--- src/design/isns_pkg.sv ---
// ----------------------------------------------------------------------------
// isns_pkg: shared types and constants of the interval schedule calculator
// Field widths, register indexes, event codes, base modes, sequencer states
// and the control groups between the sequencer and the remainder unit.
// ----------------------------------------------------------------------------
package isns_pkg;

    localparam int TIME_BITS_DEF = 40;
    localparam int FIELD_W       = 40;
    localparam int INTERVAL_W    = 32;
    localparam int FUNC_W        = 2;
    localparam int MODE_W        = 2;
    localparam int CFG_IDX_W     = 3;
    localparam int CFG_DATA_W    = 40;

    localparam logic [INTERVAL_W-1:0] INTERVAL_RESET = INTERVAL_W'(60);

    // event codes
    localparam logic [FUNC_W-1:0] FUNC_CALC   = 2'd0;
    localparam logic [FUNC_W-1:0] FUNC_FINISH = 2'd1;
    localparam logic [FUNC_W-1:0] FUNC_SET    = 2'd2;

    // tick base modes
    localparam logic [MODE_W-1:0] BASE_SMART = 2'd0;
    localparam logic [MODE_W-1:0] BASE_START = 2'd1;
    localparam logic [MODE_W-1:0] BASE_LAST  = 2'd2;

    // register indexes
    localparam logic [CFG_IDX_W-1:0] REG_INTERVAL  = 3'd0;
    localparam logic [CFG_IDX_W-1:0] REG_START     = 3'd1;
    localparam logic [CFG_IDX_W-1:0] REG_END       = 3'd2;
    localparam logic [CFG_IDX_W-1:0] REG_UNBOUNDED = 3'd3;
    localparam logic [CFG_IDX_W-1:0] REG_SKIP      = 3'd4;
    localparam logic [CFG_IDX_W-1:0] REG_BASE_MODE = 3'd5;
    localparam logic [CFG_IDX_W-1:0] REG_SMART     = 3'd6;
    localparam logic [CFG_IDX_W-1:0] REG_DAY_ONE   = 3'd7;

    typedef enum logic [2:0] {
        ST_IDLE,
        ST_DIFF,
        ST_DIV,
        ST_CHECK,
        ST_FINISH,
        ST_RESULT
    } t_state;

    typedef struct packed {
        logic                  start;
        logic [INTERVAL_W-1:0] divisor;
    } t_rem_ctl;

    typedef struct packed {
        logic                  done;
        logic [INTERVAL_W-1:0] rem;
    } t_rem_sts;

endpackage

--- src/design/isns_rem.sv ---
// ----------------------------------------------------------------------------
// isns_rem: serial remainder unit
// Restoring division, one dividend bit per cycle; only the remainder is kept.
// ----------------------------------------------------------------------------
module isns_rem import isns_pkg::*; #(
    parameter int TIME_BITS = TIME_BITS_DEF
) (
    input  logic                 i_clk,
    input  logic                 i_rst_n,
    input  t_rem_ctl             i_ctl,
    input  logic [TIME_BITS-1:0] i_dividend,
    output t_rem_sts             o_sts
);

    localparam int CNT_W = $clog2(TIME_BITS + 1);

    logic                  r_busy;
    logic                  r_done;
    logic [CNT_W-1:0]      r_cnt;
    logic [INTERVAL_W-1:0] r_rem;
    logic [INTERVAL_W-1:0] r_div;
    logic [TIME_BITS-1:0]  r_dvd;

    logic [INTERVAL_W:0]   trial;
    logic [INTERVAL_W:0]   trial_sub;
    logic                  fits;
    logic [INTERVAL_W-1:0] n_rem;

    assign trial     = {r_rem, r_dvd[TIME_BITS-1]};
    assign trial_sub = trial - {1'b0, r_div};
    assign fits      = trial >= {1'b0, r_div};
    assign n_rem     = fits ? trial_sub[INTERVAL_W-1:0] : trial[INTERVAL_W-1:0];

    always_ff @(posedge i_clk) begin
        if (!i_rst_n) begin
            r_busy <= 1'b0;
            r_done <= 1'b0;
            r_cnt  <= '0;
        end else begin
            r_done <= 1'b0;
            if (i_ctl.start) begin
                r_busy <= 1'b1;
                r_cnt  <= CNT_W'(TIME_BITS);
            end else if (r_busy) begin
                r_cnt <= r_cnt - CNT_W'(1);
                if (r_cnt == CNT_W'(1)) begin
                    r_busy <= 1'b0;
                    r_done <= 1'b1;
                end
            end
        end
    end

    always_ff @(posedge i_clk) begin
        if (i_ctl.start) begin
            r_rem <= '0;
            r_div <= i_ctl.divisor;
            r_dvd <= i_dividend;
        end else if (r_busy) begin
            r_rem <= n_rem;
            r_dvd <= {r_dvd[TIME_BITS-2:0], 1'b0};
        end
    end

    assign o_sts.done = r_done;
    assign o_sts.rem  = r_rem;

endmodule

--- src/design/interval_schedule_next_start_top.sv ---
// ----------------------------------------------------------------------------
// interval_schedule_next_start_top: periodic schedule point calculator
// Keeps the next start and last finish times of a periodic schedule and
// answers each event with one result.
//
//   channel  | direction | handshake              | payload
//   ---------+-----------+------------------------+----------------------------
//   event    | in        | i_in_valid / o_in_stall| i_func, i_now_time,
//            |           |                        | i_given_finish
//   result   | out       | o_out_valid/i_out_stall| o_next_start, o_next_known,
//            |           |                        | o_reschedule, o_last_finish,
//            |           |                        | o_last_finish_known
//   config   | in        | i_cfg_valid/o_cfg_ready| i_cfg_index, i_cfg_data
//
// A calculate event passes the difference, remainder, check and result states;
// the serial remainder loop takes one dividend bit per cycle. Finish events
// go from the finish state to the result state, and calculate events whose
// time is not past the base skip the remainder loop.
// Reset is synchronous, active low; it restores register defaults and clears
// the stored times and flags.
// One event is in work at a time; o_in_stall is high while it is. A result
// waiting under i_out_stall holds in the output register, and the next event
// is taken meanwhile.
// ----------------------------------------------------------------------------
module interval_schedule_next_start_top import isns_pkg::*; #(
    parameter int TIME_BITS = TIME_BITS_DEF
) (
    input  logic                  i_clk,
    input  logic                  i_rst_n,
    // event channel
    input  logic                  i_in_valid,
    output logic                  o_in_stall,
    input  logic [FUNC_W-1:0]     i_func,
    input  logic [FIELD_W-1:0]    i_now_time,
    input  logic [FIELD_W-1:0]    i_given_finish,
    // result channel
    output logic                  o_out_valid,
    input  logic                  i_out_stall,
    output logic [FIELD_W-1:0]    o_next_start,
    output logic                  o_next_known,
    output logic                  o_reschedule,
    output logic [FIELD_W-1:0]    o_last_finish,
    output logic                  o_last_finish_known,
    // configuration write channel
    input  logic                  i_cfg_valid,
    output logic                  o_cfg_ready,
    input  logic [CFG_IDX_W-1:0]  i_cfg_index,
    input  logic [CFG_DATA_W-1:0] i_cfg_data
);

    // sequencer
    t_state r_state;
    t_state n_state;

    // configuration registers
    logic [INTERVAL_W-1:0] r_interval;
    logic [TIME_BITS-1:0]  r_start_time;
    logic [TIME_BITS-1:0]  r_end_time;
    logic                  r_end_unbounded;
    logic                  r_skip_missed;
    logic [MODE_W-1:0]     r_base_mode;
    logic [TIME_BITS-1:0]  r_smart_base;
    logic                  r_day_one;

    // schedule state
    logic [TIME_BITS-1:0]  r_next_start;
    logic                  r_next_known;
    logic [TIME_BITS-1:0]  r_last_finish;
    logic                  r_lf_known;

    // event in work
    logic [FUNC_W-1:0]     r_func;
    logic [TIME_BITS-1:0]  r_now;
    logic [TIME_BITS-1:0]  r_given;
    logic [TIME_BITS-1:0]  r_sum;
    logic [TIME_BITS-1:0]  r_nxt;

    // output register
    logic                  r_out_valid;
    logic [FIELD_W-1:0]    r_out_next_start;
    logic                  r_out_next_known;
    logic                  r_out_resched;
    logic [FIELD_W-1:0]    r_out_last_finish;
    logic                  r_out_lf_known;

    logic                  in_xfer;
    logic                  out_load;
    logic [INTERVAL_W-1:0] iv_eff;
    logic [TIME_BITS-1:0]  base_sel;
    logic [TIME_BITS-1:0]  base_diff;
    logic                  past_base;
    logic [TIME_BITS-1:0]  d_start;
    logic [TIME_BITS-1:0]  d_last;
    logic                  catch_up;
    logic [INTERVAL_W-1:0] d_end;
    logic                  resched;
    t_rem_ctl              rem_ctl;
    t_rem_sts              rem_sts;

    assign in_xfer    = i_in_valid && !o_in_stall;
    assign o_in_stall = (r_state != ST_IDLE);
    assign o_cfg_ready = 1'b1;

    // a zero interval acts as one second
    assign iv_eff = (r_interval == '0) ? INTERVAL_W'(1) : r_interval;

    // pick the tick base
    always_comb begin
        case (r_base_mode)
            BASE_START: base_sel = r_start_time;
            BASE_LAST:  base_sel = r_lf_known ? r_last_finish : r_start_time;
            default:    base_sel = r_smart_base;
        endcase
    end

    assign base_diff = r_now - base_sel;
    assign past_base = r_now > base_sel;

    // next tick is now - ((now - base) mod interval) + interval
    isns_rem #(
        .TIME_BITS (TIME_BITS)
    ) u_rem (
        .i_clk      (i_clk),
        .i_rst_n    (i_rst_n),
        .i_ctl      (rem_ctl),
        .i_dividend (base_diff),
        .o_sts      (rem_sts)
    );

    assign rem_ctl.start   = (r_state == ST_DIFF) && past_base;
    assign rem_ctl.divisor = iv_eff;

    // catch-up run when ticks were missed and skipping is off
    assign d_start = r_nxt - r_start_time;
    assign d_last  = r_nxt - r_last_finish;
    always_comb begin
        catch_up = 1'b0;
        if (!r_skip_missed) begin
            if (!r_lf_known) begin
                catch_up = !r_day_one && (d_start[INTERVAL_W-1:0] > iv_eff);
            end else begin
                catch_up = (r_nxt > r_last_finish) && (d_last[INTERVAL_W-1:0] > iv_eff);
            end
        end
    end

    // reschedule flag from the stored next start, low 32 bits only
    assign d_end   = r_end_time[INTERVAL_W-1:0] - r_next_start[INTERVAL_W-1:0];
    assign resched = r_end_unbounded || (d_end > iv_eff);

    assign out_load = (r_state == ST_RESULT) && (!r_out_valid || !i_out_stall);

    always_comb begin
        n_state = r_state;
        case (r_state)
            ST_IDLE: begin
                if (in_xfer) begin
                    n_state = (i_func == FUNC_CALC) ? ST_DIFF : ST_FINISH;
                end
            end
            ST_DIFF: begin
                n_state = past_base ? ST_DIV : ST_CHECK;
            end
            ST_DIV: begin
                if (rem_sts.done) begin
                    n_state = ST_CHECK;
                end
            end
            ST_CHECK:  n_state = ST_RESULT;
            ST_FINISH: n_state = ST_RESULT;
            ST_RESULT: begin
                if (out_load) begin
                    n_state = ST_IDLE;
                end
            end
            default: n_state = ST_IDLE;
        endcase
    end

    // control, configuration and schedule state
    always_ff @(posedge i_clk) begin
        if (!i_rst_n) begin
            r_state         <= ST_IDLE;
            r_interval      <= INTERVAL_RESET;
            r_start_time    <= '0;
            r_end_time      <= '0;
            r_end_unbounded <= 1'b1;
            r_skip_missed   <= 1'b0;
            r_base_mode     <= BASE_SMART;
            r_smart_base    <= '0;
            r_day_one       <= 1'b0;
            r_next_start    <= '0;
            r_next_known    <= 1'b0;
            r_last_finish   <= '0;
            r_lf_known      <= 1'b0;
            r_out_valid     <= 1'b0;
        end else begin
            r_state <= n_state;

            if (i_cfg_valid) begin
                case (i_cfg_index)
                    REG_INTERVAL:  r_interval      <= i_cfg_data[INTERVAL_W-1:0];
                    REG_START:     r_start_time    <= TIME_BITS'(i_cfg_data);
                    REG_END:       r_end_time      <= TIME_BITS'(i_cfg_data);
                    REG_UNBOUNDED: r_end_unbounded <= i_cfg_data[0];
                    REG_SKIP:      r_skip_missed   <= i_cfg_data[0];
                    REG_BASE_MODE: r_base_mode     <= i_cfg_data[MODE_W-1:0];
                    REG_SMART:     r_smart_base    <= TIME_BITS'(i_cfg_data);
                    REG_DAY_ONE:   r_day_one       <= i_cfg_data[0];
                    default: ;
                endcase
            end

            if (r_state == ST_CHECK) begin
                r_next_start <= catch_up ? r_now : r_nxt;
                r_next_known <= 1'b1;
            end

            // finish events pass the plausibility checks or drop
            if (r_state == ST_FINISH) begin
                case (r_func)
                    FUNC_FINISH: begin
                        if (r_now > r_start_time) begin
                            r_last_finish <= r_now;
                            r_lf_known    <= 1'b1;
                        end
                    end
                    FUNC_SET: begin
                        if ((r_now > r_given) && (r_given > r_start_time)) begin
                            r_last_finish <= r_given;
                            r_lf_known    <= 1'b1;
                        end
                    end
                    default: ;
                endcase
            end

            if (out_load) begin
                r_out_valid <= 1'b1;
            end else if (!i_out_stall) begin
                r_out_valid <= 1'b0;
            end
        end
    end

    // payload of the event in work and of the output register
    always_ff @(posedge i_clk) begin
        if (in_xfer) begin
            r_func  <= i_func;
            r_now   <= TIME_BITS'(i_now_time);
            r_given <= TIME_BITS'(i_given_finish);
        end

        if (r_state == ST_DIFF) begin
            r_sum <= r_now + TIME_BITS'(iv_eff);
            if (!past_base) begin
                r_nxt <= base_sel;
            end
        end

        if ((r_state == ST_DIV) && rem_sts.done) begin
            r_nxt <= r_sum - TIME_BITS'(rem_sts.rem);
        end

        if (out_load) begin
            r_out_next_start  <= FIELD_W'(r_next_start);
            r_out_next_known  <= r_next_known;
            r_out_resched     <= resched;
            r_out_last_finish <= FIELD_W'(r_last_finish);
            r_out_lf_known    <= r_lf_known;
        end
    end

    assign o_out_valid         = r_out_valid;
    assign o_next_start        = r_out_next_start;
    assign o_next_known        = r_out_next_known;
    assign o_reschedule        = r_out_resched;
    assign o_last_finish       = r_out_last_finish;
    assign o_last_finish_known = r_out_lf_known;

endmodule

--- config.mk ---
export PLATFORM = sky130hd
export DESIGN_NAME = interval_schedule_next_start_top
export DESIGN_NICKNAME = d
export VERILOG_FILES = /design/src/design/isns_pkg.sv /design/src/design/isns_rem.sv /design/src/design/interval_schedule_next_start_top.sv
export SDC_FILE = /design/constraint.sdc
export NUM_CORES = 2
export LEC_CHECK = 0
export ABC_CLOCK_PERIOD_IN_PS = 12900
export BUFFER_PORTS_ARGS = -buffer_cell sky130_fd_sc_hd__buf_2
export CELL_PAD_IN_SITES_DETAIL_PLACEMENT = 0
export CELL_PAD_IN_SITES_GLOBAL_PLACEMENT = 2
export CORE_MARGIN = 3
export CORE_UTILIZATION = 40
export DETAILED_ROUTE_END_ITERATION = 10
export PLACE_DENSITY = 0.83
export SYNTH_ARGS = -nofsm -noshare
export SYNTH_HDL_FRONTEND = slang
export SYNTH_SLANG_ARGS = --single-unit
--- constraint.sdc ---
create_clock -name i_clk -period 12.9 [get_ports i_clk]
set_input_delay 1.935 -clock i_clk [delete_from_list [all_inputs] [get_ports i_clk]]
set_output_delay 1.935 -clock i_clk [all_outputs]
set_load 0.02 [all_outputs]
* Word level (Yosys, flattened, before mapping)
Cells that the tools add are included. Widths: inputs -> output; s select.
Storage, ports and cells: input port bits 130, output and inout bits 86, bits in writable memories 0, flip-flop bits (word level) 592, memories 0, logic and storage cells 141, ROM bits 0, bits in latches 0
Operators by class: bitwise logic cells 2, order comparisons 9, shift-type cells 0, equality and inequality tests 24, multipliers 0, add/sub/neg operators 8, mux-type cells 32, div/mod/pow operators 0, reductions and logical operators 35
Operators with widths (count):
- $mux 40 | 9
- $gt 40x40->1 | 5
- $pmux 40 s2 | 2
- $sub 32x32->32 | 4
- $gt 32x32->1 | 3
- $mux 32 | 2
- $add 40x32->40 | 1
- $sub 40x32->40 | 1
- $sub 40x40->40 | 1
- $ge 33x32->1 | 1
- $logic_not 32->1 | 1
- $eq 3x3->1 const B | 6
- $reduce_and 2->1 | 9
- $pmux 3 s5 | 1
- $eq 3x2->1 const B | 4
- $mux 3 | 4
- $mux 6 | 2
- $mux 1 | 11
- $ne 2x2->1 const B | 4
- $logic_and 1x1->1 | 7
- $eq 3x1->1 const B | 2
- $eq 6x1->1 const B | 1
- $logic_not 3->1 | 2
- $ne 2x1->1 const B | 3
- other kinds (14) | 24

* Depth between registers and ports, before layout
depth after elaboration 7, mapped depth 25, mapped depth without buffers 24

* Hierarchy
From an unflattened synthesis, not the netlist that was laid out.
Second synthesis, totals: cells, all modules 4313, area, all modules 39818.2 µm²
Modules (own cells, without submodules):
- interval_schedule_next_start_top | cells an instance 3698, area each 33477.1 µm², instances 1, seq. area each 12061.6 µm²
- isns_rem | cells an instance 615, area each 6341.1 µm², instances 1, seq. area each 2962.8 µm²

* Worst setup path after synthesis
OpenSTA, ideal clock, no wires.
path type in2reg, start in i_out_stall, end reg r_out_last_finish[0] (netlist: o_last_finish[0]) (enable), data required time 12.348 ns, stages on the path 1, data arrival time 5.972 ns, setup slack 6.377 ns, path buffers 0, cells stage by stage a21oi_1
On the way: longest elaborated chain between the ends 3
Ends and longest elaborated chain:
- from (decl) | line interval_schedule_next_start_top.sv:38 | input logic i_out_stall,
- $logic_not 1->1
- $logic_or 1x1->1 | line interval_schedule_next_start_top.sv:151 | assign out_load = (r_state == ST_RESULT) && (!r_out_valid || !i_out_stall);
- $logic_and 1x1->1 | line interval_schedule_next_start_top.sv:151
- to (signal assigned) | line interval_schedule_next_start_top.sv:269 | r_out_last_finish <= FIELD_W'(r_last_finish);
- to (decl) | line interval_schedule_next_start_top.sv:83 | logic [FIELD_W-1:0] r_out_last_finish;
Every way passes these cells. A chain may end at the register's enable or synchronous reset.

* Final worst setup path
start reg r_base_mode[0], end reg u_rem.r_dvd[37], data pin
On the way: longest elaborated chain between the ends 5
Ends and longest elaborated chain:
- from (decl) | line interval_schedule_next_start_top.sv:61 | logic [MODE_W-1:0] r_base_mode;
- from (signal assigned) | line interval_schedule_next_start_top.sv:207 | REG_BASE_MODE: r_base_mode <= i_cfg_data[MODE_W-1:0];
- $eq 2x2->1 / $eq 2x1->1 (equally long branches) | line interval_schedule_next_start_top.sv:109 | case (r_base_mode)
- $pmux 40 s2 * | line interval_schedule_next_start_top.sv:109
- $gt 40x40->1 | line interval_schedule_next_start_top.sv:117 | assign past_base = r_now > base_sel;
- $logic_and 1x1->1 | line interval_schedule_next_start_top.sv:130 | assign rem_ctl.start = (r_state == ST_DIFF) && past_base;
- $mux 40 * | line isns_rem.sv:55 | if (i_ctl.start) begin
- to (signal assigned) | line isns_rem.sv:58 | r_dvd <= i_dividend;
- to (signal assigned) | line isns_rem.sv:61 | r_dvd <= {r_dvd[TIME_BITS-2:0], 1'b0};
- to (decl) | line isns_rem.sv:22 | logic [TIME_BITS-1:0] r_dvd;
Every way passes the cells marked *; elsewhere a longest branch is shown, timed or not.

==> results.md <==
- Fin crit period: 6.80 ns
- Site row count: 114
- Final Cycle Share: roughly 53%
- CTS Buf Count: 76
- Worst-path clk slew: 0.06 ns
- DRT Pass-1 Iters: 6
- Cell count of the worst reg-to-reg path: 19
- Worst Path Max Fanout: 56
- Post-Synth Simple-Gate Area: 13.0%
- RSZ-0062 raised after global routing: no
- Status: finished, final reports clean
- Worst hold start: r_next_start[37]
- GR Util met1: 36.2%
- Total GRT Usage: 26.8%
- Vias in the first global route: 30,600
- Fin. max-slew vios: 0
- Sum of negative setup slack: 0 ns
- Count leader, synth: a21oi_1
- Syn. warnings: 0
- Layout area overhead: 12.5%
- Ys async rst share: 0%
- Cell taking the most area after synthesis: edfxtp_1
- Nets: 5,126
- Worst R2R End: u_rem.r_dvd[37]
- WS Path Type: reg -> reg
- Xor/xnor cell area share of the yosys netlist: 4.58%
- I/O Buffers: 214
- R2r startpoint: r_base_mode[0]
- CP Capture Type: register
- Max-Cap Viols: 0
- Die H: 320 µm
- Post-CTS sizing: 0
- Vias per Instance: 5.69
- Multi-input logic area: 22,500 µm²
- CTS Buffer Depth: 3
- Top Ports: 216
- Share of the synthesized area in the top cell type: around a quarter
- Drc violations: 0
- Die X: 320 µm
- Busiest grt layer: met2
- Clk sink count: approximately 590
- P_leak: 17.7 nW
- Post-route ant nets: 0
- Critical Path Source Type: register
- Dpl cell area: between 40,000 and 50,000 µm²
- Crit path DAT: slightly above 7 ns
- Synth Area in Compound Gates: between 20% and 30%
- FMAX: 147 MHz
- Sequential Area: about 15,000 µm²
- Hold Path Depth: 0
- Post-synthesis instance area: 39,400 µm²
- Worst vdd rail ir drop: about 130 µV
- Largest net degree at the start of global routing: 82
- Core ar.: 97,100 µm²
- Yosys cell types: 87
- Hold Path End: o_next_start[37]
- Number of synthesized flops with an enable pin: between 300 and 400
- Fraction of layout cells with a size suffix above 1: about a tenth
- Post-synthesis mux area share: about 2.7%
- Clock latency on the worst-skew pair: 0.64 ns
- Sequential element share of the synthesized area: 38.1%
- Post-Layout Inst Area: 44,300 µm²
- Syn nets: 4,975
- Top cells by area, synth: edfxtp_1 (24%), ha_1 (15%), dfxtp_1 (14%)
- Initial DRC count: between 2,000 and 3,000
- Combinational family with the most area after synthesis: compound AO/OA/AOI/OAI gates
- M3 GR Usage: 3.73%
- Power Dens Cells: ~220 nW/µm²
- Post-synth top cells: a21oi_1 (543), nand2_1 (501), ha_1 (460)
- # fillers: roughly 9,600
- Initial antenna violation count: 5
- Wire length per cell: 24.1 µm
- GP Congestion: 0.924
- Hold/Removal Path Class: reg -> reg
- Final Hold Fails: 0
- Post-CTS setup buffers: 0
- Worst Skew: 0.0176 ns
- Endpoints failing setup: 0
- Tightest Pin Transition: 1.09 ns
- Ys flop type: edfxtp_1
- Worst slew margin: 26.4%
- Starting density of the core: 40.6%
- CTS tree: done
- Worst endpoint required time: about 13 ns
- Total routed wirelength: 142 mm
- Mean Syn Cell Area: 9.00 µm²
- Reg2Reg Setup Slack: between 6 and 7 ns
- Global-route wire length before repair: a little over 200 mm
- DR vias: 33,400
- Clk root buf: clkbuf_16
- Worst Setup SP: r_base_mode[0]
- Mapped Cells: around 4,400
- Grt ovf: 0
- Met2 Track Usage GR: between 40% and 50%
- Hold buffer count at cts: 0
- #FFs+latches synth: 592
- Final HPWL from detailed placement: 110 mm
- Post-Synth Adder-Cell Area: 15.0%
- CTS H-tree depth: 3
- Die footprint: 102,000 µm²
worst max-delay path, stage by stage, from the launching register on:
cell and delay [ns]:
dfxtp_1 0.37, inv_1 0.06, ha_2 0.84, buf_4 0.46
o21ai_0 0.20, ha_1 0.25, fa_1 0.41, nor2b_1 0.14
o21a_1 0.14, o21ai_1 0.10, a21oi_1 0.49, a21oi_1 0.28
o2111ai_1 0.45, nand3_4 0.53, buf_4 0.50, inv_2 0.09
buf_4 0.56, o221ai_1 0.24, a311oi_1 0.26, a21oi_1 0.07
where the power goes:
part	leakage [nW]	internal [mW]	switching (mW)
sequential	5.18	2.49	0.449
combinational	11.3	1.91	2.81
clock	1.23	1.27	0.877
total	17.7	5.66	4.14
cells in the final DEF (no fill, tap or decap), types with 11 or more instances in the layout:
cell	instances
o21a_1	46
and2_1	15
o21ai_1	69
buf_2	214
edfxtp_1	317
a21o_1	189
a21oi_1	542
mux2i_1	100
nand2_1	499
nand3_1	60
a211o_1	12
or3_1	28
nor2_1	209
xor2_1	61
nor2b_1	42
o21bai_1	24
a22oi_1	41
nand2b_1	43
inv_1	316
clkbuf_1	15
o21ai_0	182
nor4_1	23
ha_1	458
buf_4	58
clkbuf_16	79
o211ai_1	22
a31oi_1	26
a211oi_1	48
nor3_1	48
a311oi_1	49
nand4_1	76
and3_1	30
or2_2	11
dfxtp_1	274
xnor2_1	145
clkinv_2	18
layout make-up:
type / count / share of cell area, %
clock inverters: 40 / 0.866
repair buffers: 272 / 3.40
multi-input cells: 3267 / 50.8
diodes: 1 / 0.00564
clock buffers: 98 / 4.71
inverters: 320 / 2.72
flip-flops and latches: 592 / 33.9
well taps: 1276 / 3.60
sequential cells by signal, indices dropped and copies added, names as in the netlist, 2 cells and up:
register	flops
r_sum	40
u_rem.r_rem	32
r_state	3
r_next_start	40
r_nxt	40
o_next_start	40
u_rem.r_dvd	40
r_base_mode	2
r_given	40
r_last_finish	40
u_rem.r_div	32
o_last_finish	40
r_now	40
r_func	2
r_start_time	40
r_smart_base	40
r_interval	32
u_rem.r_cnt	6
r_end_time	32
logic make-up (layout without fill, tap and decap cells):
kind of cell	count (synthesis)	after routing
DFF	592	592
other	1	2
and+or+nand+nor	1118	1118
muxes	105	105
xor gates and xnor gates	206	206
AOI/OAI and AO/OA	1370	1370
adders and majority gates	467	467
buffers and inverters	519	730
how the worst max path moves through the flow:
stage                     slack, ns               end  depth (start not counted)
after global routing           5.58   u_rem.r_dvd[37]                         19
final                          6.10   u_rem.r_dvd[37]                         19
after CTS                      6.14   u_rem.r_dvd[37]                         19
after global placement         6.30   u_rem.r_dvd[37]                         19
after detailed placement       6.15   u_rem.r_dvd[37]                         19
after floorplan                6.38  o_last_finish[0]                          1
stage by stage:
step	cells	utilization, %	hold slack (ns)	setup slack, ns	total power [mW]
after detailed placement	5727	43.1	0.426	6.15	7.61
after global routing	5865	45.6	0.465	5.58	10.5
after floorplan	4378	-	0.403	6.38	6.23
after global placement	5727	43.1	0.432	6.30	7.59
final	5866	45.6	0.447	6.10	9.80
after CTS	5865	45.6	0.451	6.14	9.80
per-layer routing:
metal / share of wire, % / wire length [µm]
met5: 0 / 0
met4: 4.6 / 6440
met3: 5.6 / 7940
met2: 46 / 64600
met1: 44 / 62600
Note: power is estimated with default switching activity, not from simulation.
